==> config.mk <==
export PLATFORM = sky130hd
export DESIGN_NAME = fmm_cell
export DESIGN_NICKNAME = d
export VERILOG_FILES = /design/src/sv/fmm_pkg.sv /design/src/sv/fmm_cell.sv
export SDC_FILE = /design/constraint.sdc
export NUM_CORES = 2
export LEC_CHECK = 0
export BUFFER_PORTS_ARGS = -buffer_cell sky130_fd_sc_hd__buf_2
export CORE_MARGIN = 1.5
export CORE_UTILIZATION = 30
export DETAILED_ROUTE_END_ITERATION = 10
export HOLD_SLACK_MARGIN = 0.08
export SYNTH_ARGS = -nofsm -noshare
export SYNTH_HDL_FRONTEND = slang
export SYNTH_SLANG_ARGS = --single-unit
==> constraint.sdc <==
create_clock -name i_clk -period 13.65 [get_ports i_clk]
set_clock_uncertainty 0.15 [all_clocks]
set_input_delay 1.365 -clock i_clk [delete_from_list [all_inputs] [get_ports i_clk]]
set_output_delay 1.365 -clock i_clk [all_outputs]
set_load 0.005 [all_outputs]
==> src/sv/fmm_pkg.sv <==
`timescale 1ns / 1ps
// ----------------------------------------------------------------------------
// fmm_pkg: shared types, constants and binary32 helpers
// Word formats between the top level and the column cells, plus the
// unpack, leading-zero and rounding functions used by every cell.
// ----------------------------------------------------------------------------
package fmm_pkg;

    // Row/column index carried on the internal buses (wide enough for 32x32)
    typedef logic [4:0] t_idx;

    // Last value of the A issue phase counter; an A element is issued at phase 0
    localparam logic [3:0] PHASE_LAST = 4'd8;

    localparam logic [31:0] CANON_NAN = 32'h7FC0_0000;
    localparam logic [30:0] INF_MAG   = 31'h7F80_0000;

    // Reset value of the output row stride, and width of the output index
    localparam logic [15:0] STRIDE_RST = 16'd16;
    localparam int          OIDX_W     = 20;

    // B element write, broadcast to all column cells
    typedef struct packed {
        logic        en;
        t_idx        row;
        t_idx        col;
        logic [31:0] data;
    } t_b_wr;

    // A element token travelling down the cell chain
    typedef struct packed {
        logic        vld;
        t_idx        k;
        logic [31:0] a;
    } t_a_tok;

    function automatic logic f_is_nan(logic [31:0] x);
        return (x[30:23] == 8'hFF) && (x[22:0] != 23'd0);
    endfunction

    function automatic logic f_is_inf(logic [31:0] x);
        return x[30:0] == INF_MAG;
    endfunction

    function automatic logic f_is_zero(logic [31:0] x);
        return x[30:0] == 31'd0;
    endfunction

    // Biased exponent, subnormals read as 1
    function automatic logic [7:0] f_exp(logic [31:0] x);
        return (x[30:23] == 8'd0) ? 8'd1 : x[30:23];
    endfunction

    // Significand with hidden bit
    function automatic logic [23:0] f_man(logic [31:0] x);
        return {(x[30:23] != 8'd0), x[22:0]};
    endfunction

    // Leading zero count of a nonzero 48-bit word
    function automatic logic [5:0] f_lzc48(logic [47:0] sig);
        logic [5:0] n;
        n = 6'd0;
        for (int i = 0; i < 48; i++) begin
            if (sig[i]) begin
                n = 6'(47 - i);
            end
        end
        return n;
    endfunction

    // Round to nearest even; sig has its leading one at bit 47
    function automatic logic [31:0] f_round48(logic sgn, logic signed [10:0] e,
                                               logic [47:0] sig);
        logic signed [11:0] sh_s;
        logic [5:0]         sh;
        logic [47:0]        keep;
        logic [47:0]        mask;
        logic               guard;
        logic               sticky;
        logic [7:0]         em1;
        logic [31:0]        res;
        if (e >= 11'sd255) begin
            res = {sgn, INF_MAG};
        end else begin
            sh_s = (e >= 11'sd1) ? 12'sd24 : (12'sd25 - {e[10], e});
            if (sh_s > 12'sd48) begin
                res = {sgn, 31'd0};
            end else begin
                sh     = 6'(sh_s);
                keep   = sig >> sh;
                guard  = sig[sh - 6'd1];
                mask   = (48'd1 << (sh - 6'd1)) - 48'd1;
                sticky = |(sig & mask);
                keep   = keep + 48'(guard & (sticky | keep[0]));
                if (e >= 11'sd1) begin
                    em1 = 8'(e - 11'sd1);
                    res = {sgn, 31'({em1, 23'd0} + keep[30:0])};
                end else begin
                    res = {sgn, keep[30:0]};
                end
            end
        end
        return res;
    endfunction

endpackage

==> src/sv/fmm_cell.sv <==
`timescale 1ns / 1ps
// ----------------------------------------------------------------------------
// fmm_cell: one column of the product
// Holds column COL of B, accumulates sum_k A[k]*B[k][COL] with a shared
// normalize/round unit, and forwards each A token to the next cell.
// ----------------------------------------------------------------------------
module fmm_cell #(
    parameter int DIM = 16,
    parameter int COL = 0
) (
    input  logic            i_clk,
    input  logic            i_rst_n,
    input  fmm_pkg::t_b_wr  i_bwr,
    input  fmm_pkg::t_a_tok i_tok,
    output fmm_pkg::t_a_tok o_tok,
    output logic [31:0]     o_acc,
    output logic            o_done
);

    localparam int KW = (DIM > 1) ? $clog2(DIM) : 1;

    typedef enum logic [5:0] {
        C_IDLE = 6'b000001,
        C_MUL  = 6'b000010,
        C_LZC  = 6'b000100,
        C_SHF  = 6'b001000,
        C_RND  = 6'b010000,
        C_ADD  = 6'b100000
    } t_cell_state;

    t_cell_state        r_state;
    fmm_pkg::t_a_tok    r_tok;
    logic [31:0]        r_col_mem [DIM];
    logic [DIM-1:0]     r_col_vld;
    logic [31:0]        r_a;
    logic [31:0]        r_b;
    logic [KW-1:0]      r_k;
    logic [31:0]        r_prod;
    logic [31:0]        r_acc;
    logic               r_sgn;
    logic signed [10:0] r_exp;
    logic [47:0]        r_sig;
    logic [5:0]         r_lz;
    logic               r_in_add;
    logic               r_done;

    logic [KW-1:0]      w_tok_k;
    logic [KW-1:0]      w_wr_row;

    // multiplier terms
    logic               m_spec;
    logic [31:0]        m_val;
    logic               m_sgn;
    logic [23:0]        m_ma;
    logic [23:0]        m_mb;
    logic [47:0]        m_prod;
    logic signed [10:0] m_exp;

    // adder terms
    logic               a_spec;
    logic [31:0]        a_val;
    logic               a_sgn;
    logic [47:0]        a_sig;
    logic signed [10:0] a_exp;
    logic [7:0]         ex, ey, big_e, sml_e, d;
    logic [27:0]        big_m, sml_m, al;
    logic               big_s, sml_s;
    logic [28:0]        sum;

    logic [31:0]        w_rnd;

    assign w_tok_k  = i_tok.k[KW-1:0];
    assign w_wr_row = i_bwr.row[KW-1:0];
    assign o_tok    = r_tok;
    assign o_acc    = r_acc;
    assign o_done   = r_done;
    assign w_rnd    = fmm_pkg::f_round48(r_sgn, r_exp, r_sig);

    // Column store of B; entries not yet written read as zero
    always_ff @(posedge i_clk) begin
        if (!i_rst_n) begin
            r_col_vld <= '0;
        end else if (i_bwr.en && (i_bwr.col[KW-1:0] == KW'(COL))) begin
            r_col_vld[w_wr_row] <= 1'b1;
        end
    end

    always_ff @(posedge i_clk) begin
        if (i_bwr.en && (i_bwr.col[KW-1:0] == KW'(COL))) begin
            r_col_mem[w_wr_row] <= i_bwr.data;
        end
    end

    // Product: special operands, else raw significand product
    always_comb begin
        m_sgn  = r_a[31] ^ r_b[31];
        m_ma   = fmm_pkg::f_man(r_a);
        m_mb   = fmm_pkg::f_man(r_b);
        m_prod = m_ma * m_mb;
        m_exp  = $signed({3'b000, fmm_pkg::f_exp(r_a)})
               + $signed({3'b000, fmm_pkg::f_exp(r_b)}) - 11'sd126;
        m_spec = 1'b1;
        priority if (fmm_pkg::f_is_nan(r_a) || fmm_pkg::f_is_nan(r_b)) begin
            m_val = fmm_pkg::CANON_NAN;
        end else if (fmm_pkg::f_is_inf(r_a) || fmm_pkg::f_is_inf(r_b)) begin
            if (fmm_pkg::f_is_zero(r_a) || fmm_pkg::f_is_zero(r_b)) begin
                m_val = fmm_pkg::CANON_NAN;
            end else begin
                m_val = {m_sgn, fmm_pkg::INF_MAG};
            end
        end else if (fmm_pkg::f_is_zero(r_a) || fmm_pkg::f_is_zero(r_b)) begin
            m_val = {m_sgn, 31'd0};
        end else begin
            m_val  = 32'd0;
            m_spec = 1'b0;
        end
    end

    // Sum: special operands, else align with sticky and add
    always_comb begin
        ex    = fmm_pkg::f_exp(r_acc);
        ey    = fmm_pkg::f_exp(r_prod);
        if (ex < ey) begin
            big_e = ey;  big_m = {fmm_pkg::f_man(r_prod), 4'd0};  big_s = r_prod[31];
            sml_e = ex;  sml_m = {fmm_pkg::f_man(r_acc), 4'd0};   sml_s = r_acc[31];
        end else begin
            big_e = ex;  big_m = {fmm_pkg::f_man(r_acc), 4'd0};   big_s = r_acc[31];
            sml_e = ey;  sml_m = {fmm_pkg::f_man(r_prod), 4'd0};  sml_s = r_prod[31];
        end
        d = big_e - sml_e;
        if (d >= 8'd28) begin
            al = (sml_m != 28'd0) ? 28'd1 : 28'd0;
        end else begin
            al = (sml_m >> d)
               | 28'((sml_m & ((28'd1 << d) - 28'd1)) != 28'd0);
        end
        if (big_s == sml_s) begin
            sum   = {1'b0, big_m} + {1'b0, al};
            a_sgn = big_s;
        end else if (big_m >= al) begin
            sum   = {1'b0, big_m} - {1'b0, al};
            a_sgn = big_s;
        end else begin
            sum   = {1'b0, al} - {1'b0, big_m};
            a_sgn = sml_s;
        end
        a_sig  = {sum, 19'd0};
        a_exp  = $signed({3'b000, big_e}) + 11'sd1;
        a_spec = 1'b1;
        priority if (fmm_pkg::f_is_nan(r_acc) || fmm_pkg::f_is_nan(r_prod)) begin
            a_val = fmm_pkg::CANON_NAN;
        end else if (fmm_pkg::f_is_inf(r_acc)) begin
            if (fmm_pkg::f_is_inf(r_prod) && (r_acc[31] != r_prod[31])) begin
                a_val = fmm_pkg::CANON_NAN;
            end else begin
                a_val = r_acc;
            end
        end else if (fmm_pkg::f_is_inf(r_prod)) begin
            a_val = r_prod;
        end else if (fmm_pkg::f_is_zero(r_acc)) begin
            a_val = fmm_pkg::f_is_zero(r_prod) ? {r_acc[31] & r_prod[31], 31'd0} : r_prod;
        end else if (fmm_pkg::f_is_zero(r_prod)) begin
            a_val = r_acc;
        end else if (sum == 29'd0) begin
            a_val = 32'd0;
        end else begin
            a_val  = 32'd0;
            a_spec = 1'b0;
        end
    end

    // Sequencer: multiply, normalize, round, add, normalize, round; a special product or sum skips normalize and round
    always_ff @(posedge i_clk) begin
        if (!i_rst_n) begin
            r_state <= C_IDLE;
            r_tok   <= '0;
            r_done  <= 1'b0;
        end else begin
            r_tok  <= i_tok;
            r_done <= 1'b0;
            unique case (r_state)
                C_IDLE: begin
                    if (i_tok.vld) begin
                        r_a     <= i_tok.a;
                        r_b     <= r_col_vld[w_tok_k] ? r_col_mem[w_tok_k] : 32'd0;
                        r_k     <= w_tok_k;
                        if (w_tok_k == KW'(0)) begin
                            r_acc <= 32'd0;
                        end
                        r_state <= C_MUL;
                    end
                end
                C_MUL: begin
                    r_in_add <= 1'b0;
                    if (m_spec) begin
                        r_prod  <= m_val;
                        r_state <= C_ADD;
                    end else begin
                        r_sgn   <= m_sgn;
                        r_exp   <= m_exp;
                        r_sig   <= m_prod;
                        r_state <= C_LZC;
                    end
                end
                C_LZC: begin
                    r_lz    <= fmm_pkg::f_lzc48(r_sig);
                    r_state <= C_SHF;
                end
                C_SHF: begin
                    r_sig   <= r_sig << r_lz;
                    r_exp   <= r_exp - $signed({5'd0, r_lz});
                    r_state <= C_RND;
                end
                C_RND: begin
                    if (r_in_add) begin
                        r_acc   <= w_rnd;
                        r_done  <= (r_k == KW'(DIM - 1));
                        r_state <= C_IDLE;
                    end else begin
                        r_prod  <= w_rnd;
                        r_state <= C_ADD;
                    end
                end
                C_ADD: begin
                    r_in_add <= 1'b1;
                    if (a_spec) begin
                        r_acc   <= a_val;
                        r_done  <= (r_k == KW'(DIM - 1));
                        r_state <= C_IDLE;
                    end else begin
                        r_sgn   <= a_sgn;
                        r_exp   <= a_exp;
                        r_sig   <= a_sig;
                        r_state <= C_LZC;
                    end
                end
                default: r_state <= C_IDLE;
            endcase
        end
    end

endmodule

Word-level counts from Yosys, hierarchy flattened
Memories as Yosys holds them, arrays and structs flattened. A register that Yosys moved wholly into a read port is not among the register bits.
Index checks and enable logic that the tools add are counted.
W data, S select, Z words.

storage, ports and cells
  register bits after elaboration = 228
  RAM bits = 512
  output and inout bits = 71
  logic and storage cells = 258
  memories kept = 1

operators by class
  $add $sub $neg = 15
  multiply operators = 1
  order comparisons = 10
  eq/ne operators = 27
  shifts and indexed selects = 5
  muxes and demuxes = 121
  bitwise logic cells = 8
  reductions and logical operators = 50

memory list
  memory     depth  bits a word  read ports  clocked after memory_dff  wr ports  RTL line        text
  r_col_mem  16     32           1           1                         1         fmm_cell.sv:33  logic [31:0] r_col_mem [DIM];

operator list
  cell                     number
  $mux W32                 17
  $pmux W48 S3             1
  $eq A31 B31 Y1 const B   4
  $logic_not A31 Y1        4
  $mux W6                  19
  $mux W48                 2
  $pmux W32 S3             1
  $mux W31                 3
  $reduce_bool A23 Y1      4
  $mux W28                 3
  $mux W5                  16
  $pmux W32 S2             1
  $mux W29                 2
  $sub A28 B28 Y29         2
  $reduce_bool A28 Y1      2
  $and A48 B48 Y48         1
  $mul A24 B24 Y48         1
  $mux W8                  6
  $reduce_or A48 Y1        1
  $shl A1 B6 Y48 const A   1
  $shl A48 B6 Y48          1
  $shr A48 B6 Y31          1
  $sub A48 B1 Y48 const B  1
  $pmux W6 S6              1
  71 further kinds         142

Logic depth before layout (Yosys ltp)
  depth in word-level cells = 47
  mapped depth = 52

Worst setup path before layout
No wires, ideal clock.

  path kind = register to register
  start = register r_acc[27], in the netlist o_acc[27]
  end = register r_exp[0] (enable)
  setup time = 0.421 ns
  arrival time = 11.671 ns
  setup slack = 1.408 ns
  cell stages (with the launch flop) = 52
  path buffers = 9
  clock period less this slack = 12.242 ns
  cells stage by stage = edfxtp_1 > or4_1 > o41a_4 > ha_1 > nor2b_1 > o311ai_1 > a21oi_1 > clkbuf_1 > clkbuf_1 > clkbuf_1 > buf_1 > buf_1 > nor3_1 > a21oi_1 > ha_1 > nor2_1 > mux2_2 > xor2_1 > [16 not listed] > o21ai_0 > a21o_1 > a221o_1 > a21o_1 > a21oi_1 > o21bai_1 > a21oi_1 > o31ai_1 > a21o_1 > a221oi_1 > o21bai_1 > and2_1 > o41a_1 > a21oi_1 > nand4b_1 > nor4_2 > a21oi_1 > o21a_1

on the way
  word-level cells in the longest chain between the ends = 23
  elaborated cells between the ends (all ways) = 42

RTL lines
  what                           RTL line         text
  start, declared                fmm_cell.sv:39   logic [31:0] r_acc;
  start signal, assigned         fmm_cell.sv:216  r_acc <= w_rnd;
  start signal, assigned         fmm_cell.sv:227  r_acc <= a_val;
  $logic_not A8 Y1               fmm_pkg.sv:51    return (x[30:23] == 8'd0) ? 8'd1 : x[30:23];
  $mux W8                        fmm_pkg.sv:51
  $lt A8 B8 Y1                   fmm_cell.sv:123  if (ex < ey) begin
  $mux W8                        fmm_cell.sv:123
  $sub A8 B8 Y8                  fmm_cell.sv:130  d = big_e - sml_e;
  $shl A1 B8 Y28                 fmm_cell.sv:135  | 28'((sml_m & ((28'd1 << d) - 28'd1)) != 28'd0);
  $sub A28 B1 Y28                fmm_cell.sv:135
  $and A28 B28 Y28               fmm_cell.sv:135
  [7 not listed]                 n/a
  $mux W1                        fmm_cell.sv:164  end else if (sum == 29'd0) begin
  $mux W1                        fmm_cell.sv:162  end else if (fmm_pkg::f_is_zero(r_prod)) begin
  $mux W1                        fmm_cell.sv:160  end else if (fmm_pkg::f_is_zero(r_acc)) begin
  $mux W1                        fmm_cell.sv:158  end else if (fmm_pkg::f_is_inf(r_prod)) begin
  $mux W1                        fmm_cell.sv:152  end else if (fmm_pkg::f_is_inf(r_acc)) begin
  $mux W1 *                      fmm_cell.sv:150  priority if (fmm_pkg::f_is_nan(r_acc) || fmm_pkg::f_is_nan(r_prod)) begin
  $ne A2 B2 Y1 (no line) *       n/a
  $reduce_and A4 Y1 (no line) *  n/a
  end signal, assigned           fmm_cell.sv:200  r_exp <= m_exp;
  end signal, assigned           fmm_cell.sv:211  r_exp <= r_exp - $signed({5'd0, r_lz});
  end signal, assigned           fmm_cell.sv:232  r_exp <= a_exp;
  end, declared                  fmm_cell.sv:41   logic signed [10:0] r_exp;

Every way passes the cells marked *; elsewhere a longest branch is shown, timed or not.
A chain may end at the register's enable or synchronous reset.

Final worst setup path
  start = register r_prod[25]
  end = register r_sig[4] (enable)

on the way
  word-level cells in the longest chain between the ends = 23
  elaborated cells between the ends (all ways) = 42

RTL lines
  what                           RTL line         text
  start, declared                fmm_cell.sv:38   logic [31:0] r_prod;
  start signal, assigned         fmm_cell.sv:196  r_prod <= m_val;
  start signal, assigned         fmm_cell.sv:220  r_prod <= w_rnd;
  $logic_not A8 Y1               fmm_pkg.sv:51
  $mux W8                        fmm_pkg.sv:51
  $lt A8 B8 Y1                   fmm_cell.sv:123
  $mux W8                        fmm_cell.sv:123
  $sub A8 B8 Y8                  fmm_cell.sv:130
  $shl A1 B8 Y28                 fmm_cell.sv:135
  $sub A28 B1 Y28                fmm_cell.sv:135
  $and A28 B28 Y28               fmm_cell.sv:135
  [7 not listed]                 n/a
  $mux W1                        fmm_cell.sv:164
  $mux W1                        fmm_cell.sv:162
  $mux W1                        fmm_cell.sv:160
  $mux W1                        fmm_cell.sv:158
  $mux W1                        fmm_cell.sv:152
  $mux W1 *                      fmm_cell.sv:150
  $ne A2 B2 Y1 (no line) *       n/a
  $reduce_and A4 Y1 (no line) *  n/a
  end signal, assigned           fmm_cell.sv:201  r_sig <= m_prod;
  end signal, assigned           fmm_cell.sv:210  r_sig <= r_sig << r_lz;
  end signal, assigned           fmm_cell.sv:233  r_sig <= a_sig;
  end, declared                  fmm_cell.sv:42   logic [47:0] r_sig;

Marks and branches as above.

==> run_results.csv <==
group,metric,value,unit
final_layout,drive_gt1_share,11.6,%
grt,grt_overflow,0,
hold_path,min_from,"r_col_vld[8]",
logic_synthesis,yosys-top-cells-area,"edfxtp_1, fa_1, mux4_2",
drt,drcViolationCount,0,
setup_path,cp_slowest_stage_delay,0.63,ns
grt,grt_pass1_wl,309000,um
die,num_rows,170,
logic_synthesis,syn_area_per_cell,10.3,um2
drt,post_drt_wl_per_cell,22.2,um
pwr,total_power,15900,uW
drt,ant_nets,0,
place,post-dp-hpwl,142000,um
timing,slew_viol_final,0,
final_layout,finalCoreUtilization,33.3,%
clocking,htreeDepth,3,
logic_synthesis,synth.most_common_cell,"nand2_1",
setup_path,crit_path_frequent_cell,"a21oi_1",
die,start_util,30.2,%
setup_path,endpoint_kind,"flip-flop",
timing,setup_viol,0,
drt,drtIter0Drc,4502,
setup_path,cp_max_fo,59,
drt,avgViaCountPerCell,5.41,
final_layout,fillCellCount,21700,
clocking,clkTransAtPathRegs,0.06,ns
timing,hold_viol_final,0,
setup_path,crit_arrival,12.67,ns
drt,num_vias,49500,
logic_synthesis,mappedNetlistArea,64900,um2
logic_synthesis,syn_nets,7157,
place,placed_area,68800,um2
pwr,pwr_density_cell,222,nW/um2
grt,grt_pass1_vias,49900,
logic_synthesis,yosysTopAreaCell,"edfxtp_1",
logic_synthesis,synth_top_area_share,32.9,%
die,fp.dieW,468,um
grt,grt_start_max_net_pins,88,
timing,min_period_over_period,91.6,%
pwr,ir_worst_vdd,0.578,mV
clocking,clock_sinks,772,
place,place_congestion,0.940,
die,die_y,468,um
place,portBuffers,151,
timing,worst_slew_pin_slew,1.24,ns
setup_path,crit_slowest_cell,"buf_4",
timing,tns,0,ns
job,maxCapViolCount,0,
logic_synthesis,syn_inst,6290,
grt,antenna_found_initial,21,
clocking,cts_inserted_buffers,80,
logic_synthesis,seq_area_frac_synth,34.8,%
die,die_area,219000,um2
logic_synthesis,synthTopCellsByCount,"nand2_1, edfxtp_1, inv_1",
logic_synthesis,yosys_warnings,0,
logic_synthesis,synth_cell_types,100,
final_layout,final_area,71500,um2
timing,finalCriticalPeriod,12.51,ns
setup_path,rr_startpoint,"r_prod[25]",
setup_path,crit_family,"compound AO/OA/AOI/OAI gates",
logic_synthesis,async_reset_ff_share,0,%
hold_path,worst_hold_path_type,"reg2reg",
drt,dr.pass1.iters,7,
drt,routed_wl,203000,um
clocking,clk_path_buf_depth,3,
clocking,postCtsSetupRepairBufs,0,
clocking,cts_resized,0,
pwr,p_leak,0.0288,uW
clocking,insertion_delay,0.71,ns
clocking,postCtsHoldBufs,0,
clocking,cts_tree,"built",
die,ios,154,
timing,fmax,79.9,MHz
setup_path,r2r_slack,1.14,ns
logic_synthesis,yosys_most_used_dff,"edfxtp_1",
logic_synthesis,synth_edf_count,711,
die,fp.coreArea,215000,um2
setup_path,worst-path-buf-inv,2,
timing,slew_headroom,16.4,%
final_layout,syn2layout_area_growth,10.2,%
final_layout,num-nets-final,7106,
setup_path,startpoint_type,"flip-flop",
grt,track_usage,18.3,%
setup_path,startpoint,"r_prod[25]",
timing,rsz0062_at_grt,"false",
status,status,"finished clean",
clocking,root_buffer,"clkbuf_16",
logic_synthesis,synth_seq_cells,772,
timing,worst_hold_slack,0.317,ns
setup_path,cp_data_required_time,13.81,ns
setup_path,critPathKind,"reg2reg",
## metrics by stage
stage	instances	worst slack (ns)
after floorplan	6290	1.41
after global placement	8995	1.40
after detailed placement	8995	1.41
after CTS	9145	1.39
after global routing	9145	0.408
final	9146	1.14
## flip-flops by register name, indices dropped and copies added (netlist names), 4 cells and up
name / count
r_lz: 6
r_k: 4
r_col_mem: 512
o_acc: 32
r_state: 6
r_sig: 48
r_exp: 11
r_b: 32
r_prod: 32
r_col_vld: 16
r_a: 32
o_tok: 38
## layer usage
metal  share of wire (%)  global-route usage, %  up-vias  wire, um
met5               0.097                      0        -       197
met1                  40                   23.7    25100     81200
met3                 7.4                   2.68      392     15000
met4                 3.7                   6.55       32      7440
met2                  49                   30.9     2134     99500
li1                    -                      -    21900         -
## cells by family after synthesis
family | Yosys count | share of synthesized area, %
buffers and inverters | 1061 | 6.19
AO/OA/AOI/OAI | 1043 | 10.5
multiplexers | 419 | 10.9
adder cells (fa/ha/maj) | 785 | 20.8
XOR/XNOR | 141 | 1.90
AND/OR/NAND/NOR | 2069 | 15.0
flip-flops | 772 | 34.8
## final timing paths
path | end | depth (start not counted)
max | r_sig[4] | 45
min | r_col_vld[8] | 1
max reg2reg | r_sig[4] | 45
min reg2reg | r_col_vld[8] | 1
## worst register-to-register path: cells and delay by family, from the launching register on
| family | cells | cell delay [ns] |
|---|---|---|
| buffers and inverters | 2 | 0.70 |
| AOI/OAI and AO/OA | 28 | 7.27 |
| and+or+nand+nor | 9 | 1.83 |
| adders and majority gates | 4 | 0.98 |
| muxes | 2 | 0.67 |
| DFF | 1 | 0.51 |
## final cells by class
class	count	area, um2	area share, %
inverter	639	2400	3.35
antenna	1	2.50	0.00350
clock inverter	46	523	0.731
clock buffer	104	2180	3.04
tap	2838	3550	4.96
timing repair buffer	289	1820	2.55
multi-input combinational	4457	38500	53.8
sequential	772	22600	31.6
## placed cells by master (no fill, tap or decap), types with 90 or more instances in the layout
cell	netlist	final
nand2_1	860	858
edfxtp_1	711	711
inv_1	632	632
fa_1	487	487
nor2_1	387	371
ha_1	297	296
a21oi_1	277	276
and2_1	260	260
mux4_2	230	230
o21ai_0	214	214
mux2i_1	174	174
buf_2	10	148
buf_4	2	138
nor3_1	130	126
nand3_1	90	90
## report_power, final
part / leakage (uW) / internal (uW) / switching (uW)
sequential: 0.00702 / 3060 / 133
clock: 0.00131 / 1230 / 967
combinational: 0.0205 / 4180 / 6280
total: 0.0288 / 8480 / 7380
No activity file was read; power rests on OpenSTA's default activity.
